$ cat src/rtl/generational_handle_table_macros.svh
// Assertion helpers shared by the handle table RTL.
// Each macro expects clk and rst_n to be visible where it is used.
`ifndef GENERATIONAL_HANDLE_TABLE_MACROS_SVH
`define GENERATIONAL_HANDLE_TABLE_MACROS_SVH

// Same-cycle implication, disabled while reset is asserted.
`define GHT_CHECK(label, ante, cons, msg) \
    label: assert property (@(posedge clk) disable iff (!rst_n) (ante) |-> (cons)) \
        else $error(msg);

// Next-cycle implication, disabled while reset is asserted.
`define GHT_CHECK_NEXT(label, ante, cons, msg) \
    label: assert property (@(posedge clk) disable iff (!rst_n) (ante) |=> (cons)) \
        else $error(msg);

`endif

$ cat src/rtl/ghtbl_pkg.sv
`timescale 1ns / 1ps
`default_nettype none

package ghtbl_pkg;

    localparam int CLASS_W  = 8;
    localparam int GEN_W    = 8;
    localparam int IDX_W    = 16;
    localparam int WORD_W   = 32;
    localparam int BYTE_W   = 38;
    localparam int COUNT_W  = 7;

    localparam logic [WORD_W-1:0] SAT32 = 32'hFFFF_FFFF;

    // Transaction kinds as they arrive on the kind port.
    localparam logic [1:0] KIND_REGISTER = 2'd0;
    localparam logic [1:0] KIND_RELEASE  = 2'd1;
    localparam logic [1:0] KIND_EVICT    = 2'd2;

    // Operation that the cell chain carries out for one transaction.
    typedef enum logic [1:0] {
        OP_NONE  = 2'd0,
        OP_CLAIM = 2'd1,
        OP_FREE  = 2'd2,
        OP_EVICT = 2'd3
    } op_t;

    // Command broadcast to every cell while a scan is running.
    typedef struct packed {
        op_t               op;
        logic [WORD_W-1:0] owner;
        logic [IDX_W-1:0]  hidx;
        logic [GEN_W-1:0]  hgen;
    } cmd_t;

    // Scan token handed from one cell to the next.
    typedef struct packed {
        logic valid;
        logic found;
    } tok_t;

    // Event reported by the cell that the token is visiting; zero otherwise.
    typedef struct packed {
        logic              claim;
        logic              freed;
        logic              stale;
        logic [IDX_W-1:0]  idx;
        logic [GEN_W-1:0]  gen;
        logic [WORD_W-1:0] bytes;
    } cell_evt_t;

endpackage

`default_nettype wire

$ cat src/rtl/ghtbl_cell.sv
`timescale 1ns / 1ps
`default_nettype none

module ghtbl_cell #(
    parameter int INDEX = 0
) (
    input  logic                 clk,
    input  logic                 rst_n,
    input  ghtbl_pkg::cmd_t      cmd,
    input  logic [31:0]          cost,
    input  ghtbl_pkg::tok_t      tok_in,
    output ghtbl_pkg::tok_t      tok_out,
    output ghtbl_pkg::cell_evt_t evt
);

    logic                            used_reg;
    logic                            used_next;
    logic [ghtbl_pkg::GEN_W-1:0]     gen_reg;
    logic [ghtbl_pkg::GEN_W-1:0]     gen_next;
    logic [ghtbl_pkg::WORD_W-1:0]    owner_reg;
    logic [ghtbl_pkg::WORD_W-1:0]    bytes_reg;
    ghtbl_pkg::tok_t                 tok_reg;
    ghtbl_pkg::tok_t                 tok_next;

    logic act;
    logic do_claim;
    logic hit_free;
    logic good_free;
    logic do_evict;
    logic freeing;

    assign act       = tok_in.valid;
    assign do_claim  = act && (cmd.op == ghtbl_pkg::OP_CLAIM) && !tok_in.found && !used_reg;
    assign hit_free  = act && (cmd.op == ghtbl_pkg::OP_FREE)
                       && (cmd.hidx == ghtbl_pkg::IDX_W'(INDEX));
    assign good_free = hit_free && used_reg && (gen_reg == cmd.hgen);
    assign do_evict  = act && (cmd.op == ghtbl_pkg::OP_EVICT) && used_reg
                       && (owner_reg == cmd.owner);
    assign freeing   = good_free || do_evict;

    always_comb
    begin
        used_next = used_reg;
        gen_next  = gen_reg;
        if (do_claim)
        begin
            used_next = 1'b1;
        end
        if (freeing)
        begin
            used_next = 1'b0;
            gen_next  = gen_reg + ghtbl_pkg::GEN_W'(1);
        end
        tok_next.valid = act;
        tok_next.found = tok_in.found | do_claim;
    end

    always_comb
    begin
        evt.claim = do_claim;
        evt.freed = freeing;
        evt.stale = hit_free && !good_free;
        evt.idx   = do_claim ? ghtbl_pkg::IDX_W'(INDEX) : '0;
        evt.gen   = do_claim ? gen_reg : '0;
        evt.bytes = freeing ? bytes_reg : '0;
    end

    assign tok_out = tok_reg;

    always_ff @(posedge clk or negedge rst_n)
    begin
        if (!rst_n)
        begin
            used_reg <= 1'b0;
            gen_reg  <= '0;
            tok_reg  <= '0;
        end
        else
        begin
            used_reg <= used_next;
            gen_reg  <= gen_next;
            tok_reg  <= tok_next;
        end
    end

    // Owner and cost are only read while the slot is in use.
    always_ff @(posedge clk)
    begin
        if (do_claim)
        begin
            owner_reg <= cmd.owner;
            bytes_reg <= cost;
        end
    end

endmodule

`default_nettype wire

$ cat config.mk
export PLATFORM = sky130hd
export DESIGN_NAME = ghtbl_cell
export DESIGN_NICKNAME = d
export VERILOG_FILES = /design/src/rtl/generational_handle_table_macros.svh /design/src/rtl/ghtbl_pkg.sv /design/src/rtl/ghtbl_cell.sv
export SDC_FILE = /design/constraint.sdc
export NUM_CORES = 1
export LEC_CHECK = 0
export ABC_AREA = 1
export BUFFER_PORTS_ARGS = -buffer_cell sky130_fd_sc_hd__buf_2
export CAP_MARGIN = 20
export CORE_AREA = 2 2 101 103
export DETAILED_ROUTE_END_ITERATION = 7
export DIE_AREA = 0 0 103 105
export PLACE_DENSITY_LB_ADDON = 0.3
export SLEW_MARGIN = 20
export SYNTH_ARGS = -nofsm -noshare
export SYNTH_HDL_FRONTEND = slang
export SYNTH_SLANG_ARGS = --single-unit
$ cat constraint.sdc
create_clock -name clk -period 15.15 [get_ports clk]
set_input_delay 3.03 -clock clk [delete_from_list [all_inputs] [get_ports clk]]
set_output_delay 3.03 -clock clk [all_outputs]
set_load 0.01 [all_outputs]
==> results.cfg, run 1 <==
[power]
clkPwrFrac_pct = 37.5
p_total_w = 0.000419
ir_drop_mv = 0.0506
seqPwrFrac_pct = 53.8
leakagePower_nw = 2.60
intPower_w = 0.000326
share_comb_of_total_power_pct = 8.7
power.switching_w = 0.0000928
p_sw_share_pct = 22.2
p_per_area_nw_per_um2 = 79.9

[sta]
min_period_over_period_pct = 53.3
setup_tns_ps = 0
finalSetupViolCount = 0
slew_violations = 0
hold_viol = 0
finalCriticalPeriod_ps = 8070
clock-skew-final_ps = 4.77
fin_ws_ps = 7080
fmax_mhz = 124
worst_pin_slew_ps = 858
rsz0062_at_grt = no
slew_headroom_pct = 42.8

[yosys]
ys_top_cells_by_area = edfxtp_1 (45%), nand2_1 (11%), inv_1 (7.3%), dfrtp_1 (6.4%), a21boi_2 (4.7%)
yosysWarningCount = 0
yosysUniqueCellTypes = 34
synthCells = 484
synthTopCellsByCount = nand2_1 (131), inv_1 (83), edfxtp_1 (64), nor2_1 (52), xnor2_1 (20)
ys_seq_elements = 75
synth_area_leader_cell = edfxtp_1
avgSynthCellArea_um2 = 8.86
synth_edf_count = 64
synthArstFlopShare_pct = 14.7
ys_seq_area_share_pct = 51.2
yosysMostFrequentCell = nand2_1
synth_top_area_share_pct = 44.8
netlist_area_um2 = 4290
synth_flop_cell = edfxtp_1

[job]
drv_cap = 0

[final_layout]
design_area_um2 = 5240
finalNonFillerCells = 763
areaGrowthSynthToFinish_pct = 22.2
fillers = 918
diodes = 0
nNetsFinal = 720
drive_gt1_share_pct = 29.0

[setup_path]
crit_fanout = 33
r2r_slack_ps = 12830
cp_data_required_time_ps = 12120
crit_path_start_kind = input pin
reg2reg_depth = 9
crit_arrival_ps = 5040
crit_type = in2out
end_kind = output pin
worst_r2r_endpoint = gen_reg[0]
r2r-start = owner_reg[5]

[place]
place_inst = 747
dp_worst_setup_slack_ps = 7050
globalplace.congestion = 0.915
dp_hpwl_mm = 7.18
port_buffers = 138
postPlaceCellArea_um2 = 5040

[floorplan]
fp.dieH_um = 105
dieArea_um2 = 10800
start_util_pct = 44.5
boundaryPins = 155
core-area_um2 = 9640
die_x_um = 103
row_count = 36

[clock_tree]
cts_inserted_buffers = 9
clk_latency_ps = 350
cts_max_level = 3
post_cts_resized = 0
cts_setup_buffers = 0
path_clk_slew_ps = 70
cts_tree = yes
clock-sinks = 75
cts_hold_buf = 0
clockBufferDepth = 2
cts-root-buf = clkbuf_8

[hold_path]
hold_depth = 2
min_to = gen_reg[7]
hold_path.startpoint = gen_reg[7]
min_path_type = reg2reg

[detailed_routing]
drtIter0Drc = 123
wirelength_mm = 9.39
drc = 0
vias = 3488
wl_per_cell_um = 12.3
first_pass_iters = 4
vias_per_cell = 4.57
final_antenna_net_count = 0

[global_route]
gr-total-overflow = 0
grt_first_pass_wirelength_mm = 15.2
grt_usage_pct = 18.2
antenna_found_initial = 0
grt_start_max_net_pins = 67
grt_pass1_vias = 3376

[status]
status = finished clean
-- area by class of cell --
cell class	count	area (um2)	area share [%]
clock buffer	12	155	2.96
clock inverter	4	50.0	0.955
inverter	84	315	6.01
multi-input combinational	316	1660	31.7
sequential	75	2200	41.9
tap	133	166	3.17
timing repair buffer	139	698	13.3
-- metrics by stage --
stage               util, %  hold WS (ps)
detailed placement     52.3           560
global placement       52.3           548
CTS                    54.4           582
floorplan                 -           518
finish                 54.4           580
global route           54.4           619
-- power by group through the flow --
stage                     Sequential [W]  Combinational (W)  Clock (W)
after floorplan                 0.000230          0.0000197          0
after global placement          0.000230          0.0000352          0
after detailed placement        0.000230          0.0000363          0
after CTS                       0.000225          0.0000365   0.000162
after global routing            0.000225          0.0000418   0.000170
final                           0.000225          0.0000362   0.000157
-- critical path, stage by stage --
cell and delay [ps]:
buf_2 110, xnor2_1 230, nand2_1 80, nor2_1 160, nand2_1 70, nor2_1 110, nand3_2 670, nand2_1 380
buf_2 190
-- cell usage in the layout (no fill, tap or decap), drive strengths merged, types with 2 or more instances in the layout --
cell / netlist / layout
a21oi: 3 / 3
nand2: 133 / 133
inv: 84 / 84
xnor2: 20 / 20
nor2: 53 / 53
conb: 1 / 16
buf: 24 / 139
and2: 3 / 3
o21ai: 4 / 4
dfrtp: 11 / 11
edfxtp: 64 / 64
nand4: 8 / 8
clkbuf: 0 / 12
nor3: 8 / 8
xor2: 7 / 7
or2: 2 / 2
nand3: 19 / 19
a21boi: 32 / 32
clkinvlp: 0 / 2
-- logic make-up after synthesis --
logic type      Yosys count  synth area share, %
simple gates            230                 22.7
buf+inv                 108                 11.6
flops                    75                 51.2
compound gates           42                 8.52
xor+xnor                 27                 5.51
fa+ha+maj                 1                0.292
other cells               1               0.0874
-- how the worst max path moves through the flow --
stage / from / to / slack (ps)
after detailed placement: cmd[29] / evt[57] / 7050
final: cmd[29] / evt[57] / 7080
after CTS: cmd[29] / evt[57] / 7040
after floorplan: cmd[57] / evt[32] / 1100
after global placement: cmd[29] / evt[57] / 6990
after global routing: cmd[29] / evt[0] / 6830
-- layer usage --
metal / GRT usage (%) / vias to the layer above / wire length (um)
met5: 0 / - / 0
met4: 6.39 / 0 / 148
met3: 4.68 / 11 / 538
met2: 31.1 / 109 / 4720
met1: 21.9 / 1590 / 3980
li1: - / 1778 / -
Note: power is estimated with default switching activity, not from simulation.
==> run 2: changes to the inputs <==
Clock period 15.15 ns to 8.42 ns, I/O delays scaled along.
==> run 2 against run 1 <==
Against the previous run:
- clock skew is 5.8 ps higher
- sequential cell count stayed put
- non-clock buffer count stayed put
- wire length is 1.8% higher
- die area stayed put
- clock power is 76% higher
- design area hardly changed
- sequential share of layout area hardly changed
- critical path depth stayed put
- sequential power is 80% higher
- largest cell class unchanged
==> results.cfg, run 2 (synthesized netlist as in run 1, its figures left out) <==
[status]
status = finished clean

[floorplan]
core-area_um2 = 9640
boundaryPins = 155
dieArea_um2 = 10800
die_x_um = 103
start_util_pct = 44.5
row_count = 36
fp.dieH_um = 105

[detailed_routing]
vias = 3473
vias_per_cell = 4.55
drtIter0Drc = 108
wirelength_mm = 9.56
wl_per_cell_um = 12.5
final_antenna_net_count = 0
first_pass_iters = 4
drc = 0

[clock_tree]
clock-sinks = 75
path_clk_slew_ps = 70
cts-root-buf = clkbuf_8
cts_hold_buf = 0
cts_max_level = 3
clockBufferDepth = 2
post_cts_resized = 0
cts_tree = yes
clk_latency_ps = 360
cts_setup_buffers = 0
cts_inserted_buffers = 9

[sta]
setup_tns_ps = 0
fin_ws_ps = 2980
finalSetupViolCount = 0
clock-skew-final_ps = 10.6
finalCriticalPeriod_ps = 5440
fmax_mhz = 184
slew_violations = 0
slew_headroom_pct = 40.3
rsz0062_at_grt = no
worst_pin_slew_ps = 894
min_period_over_period_pct = 64.6
hold_viol = 0

[power]
p_per_area_nw_per_um2 = 143
clkPwrFrac_pct = 37.0
intPower_w = 0.000569
ir_drop_mv = 0.0925
p_sw_share_pct = 23.8
seqPwrFrac_pct = 54.3
leakagePower_nw = 2.60
power.switching_w = 0.000178
share_comb_of_total_power_pct = 8.7

[final_layout]
finalNonFillerCells = 763
final_cell_mix = buf_2 (138), nand2_1 (131), inv_1 (83)
areaGrowthSynthToFinish_pct = 22.1
multi_input_area_um2 = 1670
nNetsFinal = 720
design_area_um2 = 5240
seqCellArea_um2 = 2200
fillers = 909
drive_gt1_share_pct = 29.0
final_common_cell = buf_2
diodes = 0

[setup_path]
crit_buf_inv = 2
crit_fanout = 33
end_kind = output pin
crit_type = in2out
crit_arrival_ps = 3760
crit_family = simple AND/OR/NAND/NOR gates
max_stage_delay_ps = 720
critPathSlowestCell = nand3_2
crit_path_start_kind = input pin
path_cells = buf_2 > xnor2_1 > nand2_1 > nor2_1 > nand2_1 > nor2_1 > nand3_2 > nand2_1 > buf_2
crit_top_cell = nand2_1
cp_data_required_time_ps = 6740

[place]
port_buffers = 138
postPlaceCellArea_um2 = 5050
place_inst = 747
dp_hpwl_mm = 7.25
globalplace.congestion = 0.901
dp_worst_setup_slack_ps = 2990

[global_route]
grt_first_pass_wirelength_mm = 15.2
gr-total-overflow = 0
grt_pass1_vias = 3326
antenna_found_initial = 0
grt_usage_pct = 18.0
grt_start_max_net_pins = 67

[job]
drv_cap = 0

[hold_path]
min_path_type = reg2reg
==> run 2: through the flow <==
| step | hold slack (ps) | utilization (%) | total power [W] |
|---|---|---|---|
| 5_1_grt | 618 | 54.3 | 0.000777 |
| 6_report | 595 | 54.3 | 0.000747 |
| 3_3_place_gp | 551 | 52.3 | 0.000477 |
| 2_1_floorplan | 518 | - | 0.000450 |
| 3_5_place_dp | 574 | 52.3 | 0.000479 |
| 4_1_cts | 596 | 54.3 | 0.000753 |
==> run 2: routing by layer <==
metal | global-route usage, % | wire, um
met1 | 22.4 | 4060
met2 | 30.5 | 4800
met3 | 2.94 | 548
met4 | 7.33 | 151
met5 | 0 | 0
==> run 2: worst reg2reg max path: stages (launching register included) <==
cell and delay, ps:
dfrtp_1 470, nand2_1 90, a21oi_1 130, nand2_1 70, nor2_1 90, nand2_1 60, nor2_1 150, nand3_2 720
nand2_1 380, nand2_1 80, nand2_1 70
==> run 2: cell type report <==
class	instances	share of cell area [%]
sequential	75	41.9
clock inverter	7	1.29
clock buffer	9	2.37
timing repair buffer	139	13.3
tap	133	3.18
inverter	84	6.02
multi-input combinational	316	31.9
==> run 2: power by group through the flow <==
stage / clock network [W] / logic, W / registers (W)
floorplan: 0 / 0.0000355 / 0.000414
global placement: 0 / 0.0000633 / 0.000414
detailed placement: 0 / 0.0000655 / 0.000414
CTS: 0.000282 / 0.0000658 / 0.000406
global route: 0.000296 / 0.0000749 / 0.000406
finish: 0.000276 / 0.0000653 / 0.000405
==> run 2: worst paths after layout <==
check / startpoint / end / slack, ps / cells after the start
min: gen_reg[3] / gen_reg[3] / 600 / 2
max reg2reg: used_reg / gen_reg[0] / 6040 / 10
min in group asynchronous: rst_n / tok_out[1] / 1200 / 1
max: cmd[29] / evt[57] / 2980 / 9
max in group asynchronous: rst_n / gen_reg[4] / 7000 / 1
min reg2reg: gen_reg[3] / gen_reg[3] / 600 / 2
==> run 3: changes to the inputs <==
Clock period 8.42 ns to 5.2 ns, I/O delays scaled along.
==> run 3 against run 2 <==
Against the previous run:
- wire length shrank 1.6%
- critical path type unchanged
- design area shrank 0.45%
- register-to-register slack lost 3200 ps
- clock skew shrank 4.1 ps
- die area is the same
- combinational power grew 62%
- hold slack lost 41 ps
- global-route usage shrank 0.13 points
- sequential share of layout area grew 0.19 points
- utilization shrank 0.25 points
- final cell count is the same
==> results.cfg, run 3 (synthesized netlist as in run 1, its figures left out) <==
[final_layout]
post-route-util_pct = 54.1
final_common_cell = buf_2
multi_input_area_um2 = 1670
diodes = 0
seqCellArea_um2 = 2200
nNetsFinal = 720
final_cell_mix = buf_2 (138), nand2_1 (131), inv_1 (83)
finalNonFillerCells = 763
drive_gt1_share_pct = 29.0
fillers = 919
areaGrowthSynthToFinish_pct = 21.6
design_area_um2 = 5210

[floorplan]
die_x_um = 103
row_count = 36
dieArea_um2 = 10800
start_util_pct = 44.5
core-area_um2 = 9640
fp.dieH_um = 105
boundaryPins = 155

[setup_path]
cp_data_required_time_ps = 4160
critical_path.endpoint = evt[0]
critPathSlowestCell = nand3_2
crit_fanout = 33
path_cells = buf_2 > nand2_1 > nor2_1 > nand2_1 > nor2_1 > nand2_1 > nor2_1 > nand3_2 > a21boi_0 > buf_2
crit_type = in2out
r2r_slack_ps = 2830
reg2reg_depth = 10
r2r-start = used_reg
crit_start = cmd[56]
end_kind = output pin
worst_r2r_endpoint = gen_reg[0]
crit_arrival_ps = 3150
max_stage_delay_ps = 690
crit_path_start_kind = input pin

[detailed_routing]
drc = 0
drtIter0Drc = 149
wl_met3_um = 521
final_antenna_net_count = 0
vias_per_cell = 4.55
first_pass_iters = 4
wl_met1_mm = 4.02
dr_wl_met2_mm = 4.75
wirelength_mm = 9.41
wl_per_cell_um = 12.3
vias = 3468
top_layer_used = met4

[power]
p_per_area_nw_per_um2 = 222
ir_drop_mv = 0.207
leakagePower_nw = 2.59

[sta]
rsz0062_at_grt = no
clock-skew-final_ps = 6.49
min_period_over_period_pct = 80.6
slew_headroom_pct = 39.1
hold_ws_ps = 555
finalSetupViolCount = 0
finalCriticalPeriod_ps = 4190
slew_violations = 0
worst_pin_slew_ps = 912
fmax_mhz = 238
hold_viol = 0
setup_tns_ps = 0

[clock_tree]
cts_max_level = 3
path_clk_slew_ps = 80
post_cts_resized = 0
cts_inserted_buffers = 9
clock-sinks = 75
clk_latency_ps = 340
cts_tree = yes
cts_setup_buffers = 0
cts_hold_buf = 0
clockBufferDepth = 2
cts-root-buf = clkbuf_8

[place]
port_buffers = 138
dp_hpwl_mm = 7.10
place_inst = 747
globalplace.congestion = 0.869
postPlaceCellArea_um2 = 5050

[global_route]
grt_pass1_vias = 3294
grt_first_pass_wirelength_mm = 15.0
gr-total-overflow = 0
grt_usage_pct = 17.8
grt_start_max_net_pins = 66
antenna_found_initial = 0

[hold_path]
min_path_type = in2async

[job]
drv_cap = 0

[status]
status = finished clean
run 3: changes by cell type in the layout (fill, tap and decap cells not counted):
cell | previous run | this run
bufinv_16 | 1 | 0
clkinv_2 | 2 | 3
clkinv_4 | 0 | 1
clkinvlp_4 | 2 | 1
run 3: metrics by stage:
stage               total power (W)  setup slack (ps)
floorplan                  0.000728               131
global placement           0.000773              1170
detailed placement         0.000776              1060
CTS                         0.00117              1050
global route                0.00121               803
finish                      0.00116              1010
run 3: how the worst min path moves through the flow:
stage / from / to / slack (ps)
2_1_floorplan: gen_reg[7] / gen_reg[7] / 520
3_3_place_gp: gen_reg[3] / gen_reg[3] / 550
3_5_place_dp: gen_reg[3] / gen_reg[3] / 570
4_1_cts: rst_n / gen_reg[7] / 550
5_1_grt: rst_n / gen_reg[2] / 560
6_report: rst_n / gen_reg[2] / 550
run 3: metal layers:
| metal | GRT usage, % | vias up |
|---|---|---|
| li1 | - | 1780 |
| met1 | 22.4 | 1563 |
| met4 | 4.89 | 0 |
| met5 | 0 | - |
| met3 | 4.01 | 10 |
| met2 | 30.5 | 115 |
run 3: report_power, final:
group	total [W]	leakage [nW]	internal (W)	switching [W]
clock	0.000393	0.0868	0.000171	0.000221
combinational	0.000106	1.78	0.0000471	0.0000590
sequential	0.000656	0.719	0.000655	0.00000154
total	0.00116	2.59	0.000873	0.000282
run 3: cell type report:
class / instances / area share, %
sequential: 75 / 42.1
inverter: 84 / 6.05
clock inverter: 7 / 0.840
timing repair buffer: 139 / 13.4
multi-input combinational: 316 / 32.0
tap: 133 / 3.19
clock buffer: 9 / 2.38
run 3: critical path: cells and delay by family:
kind | cells | cell delay (ps)
simple gates | 7 | 1330
buf+inv | 2 | 290
compound gates | 1 | 470
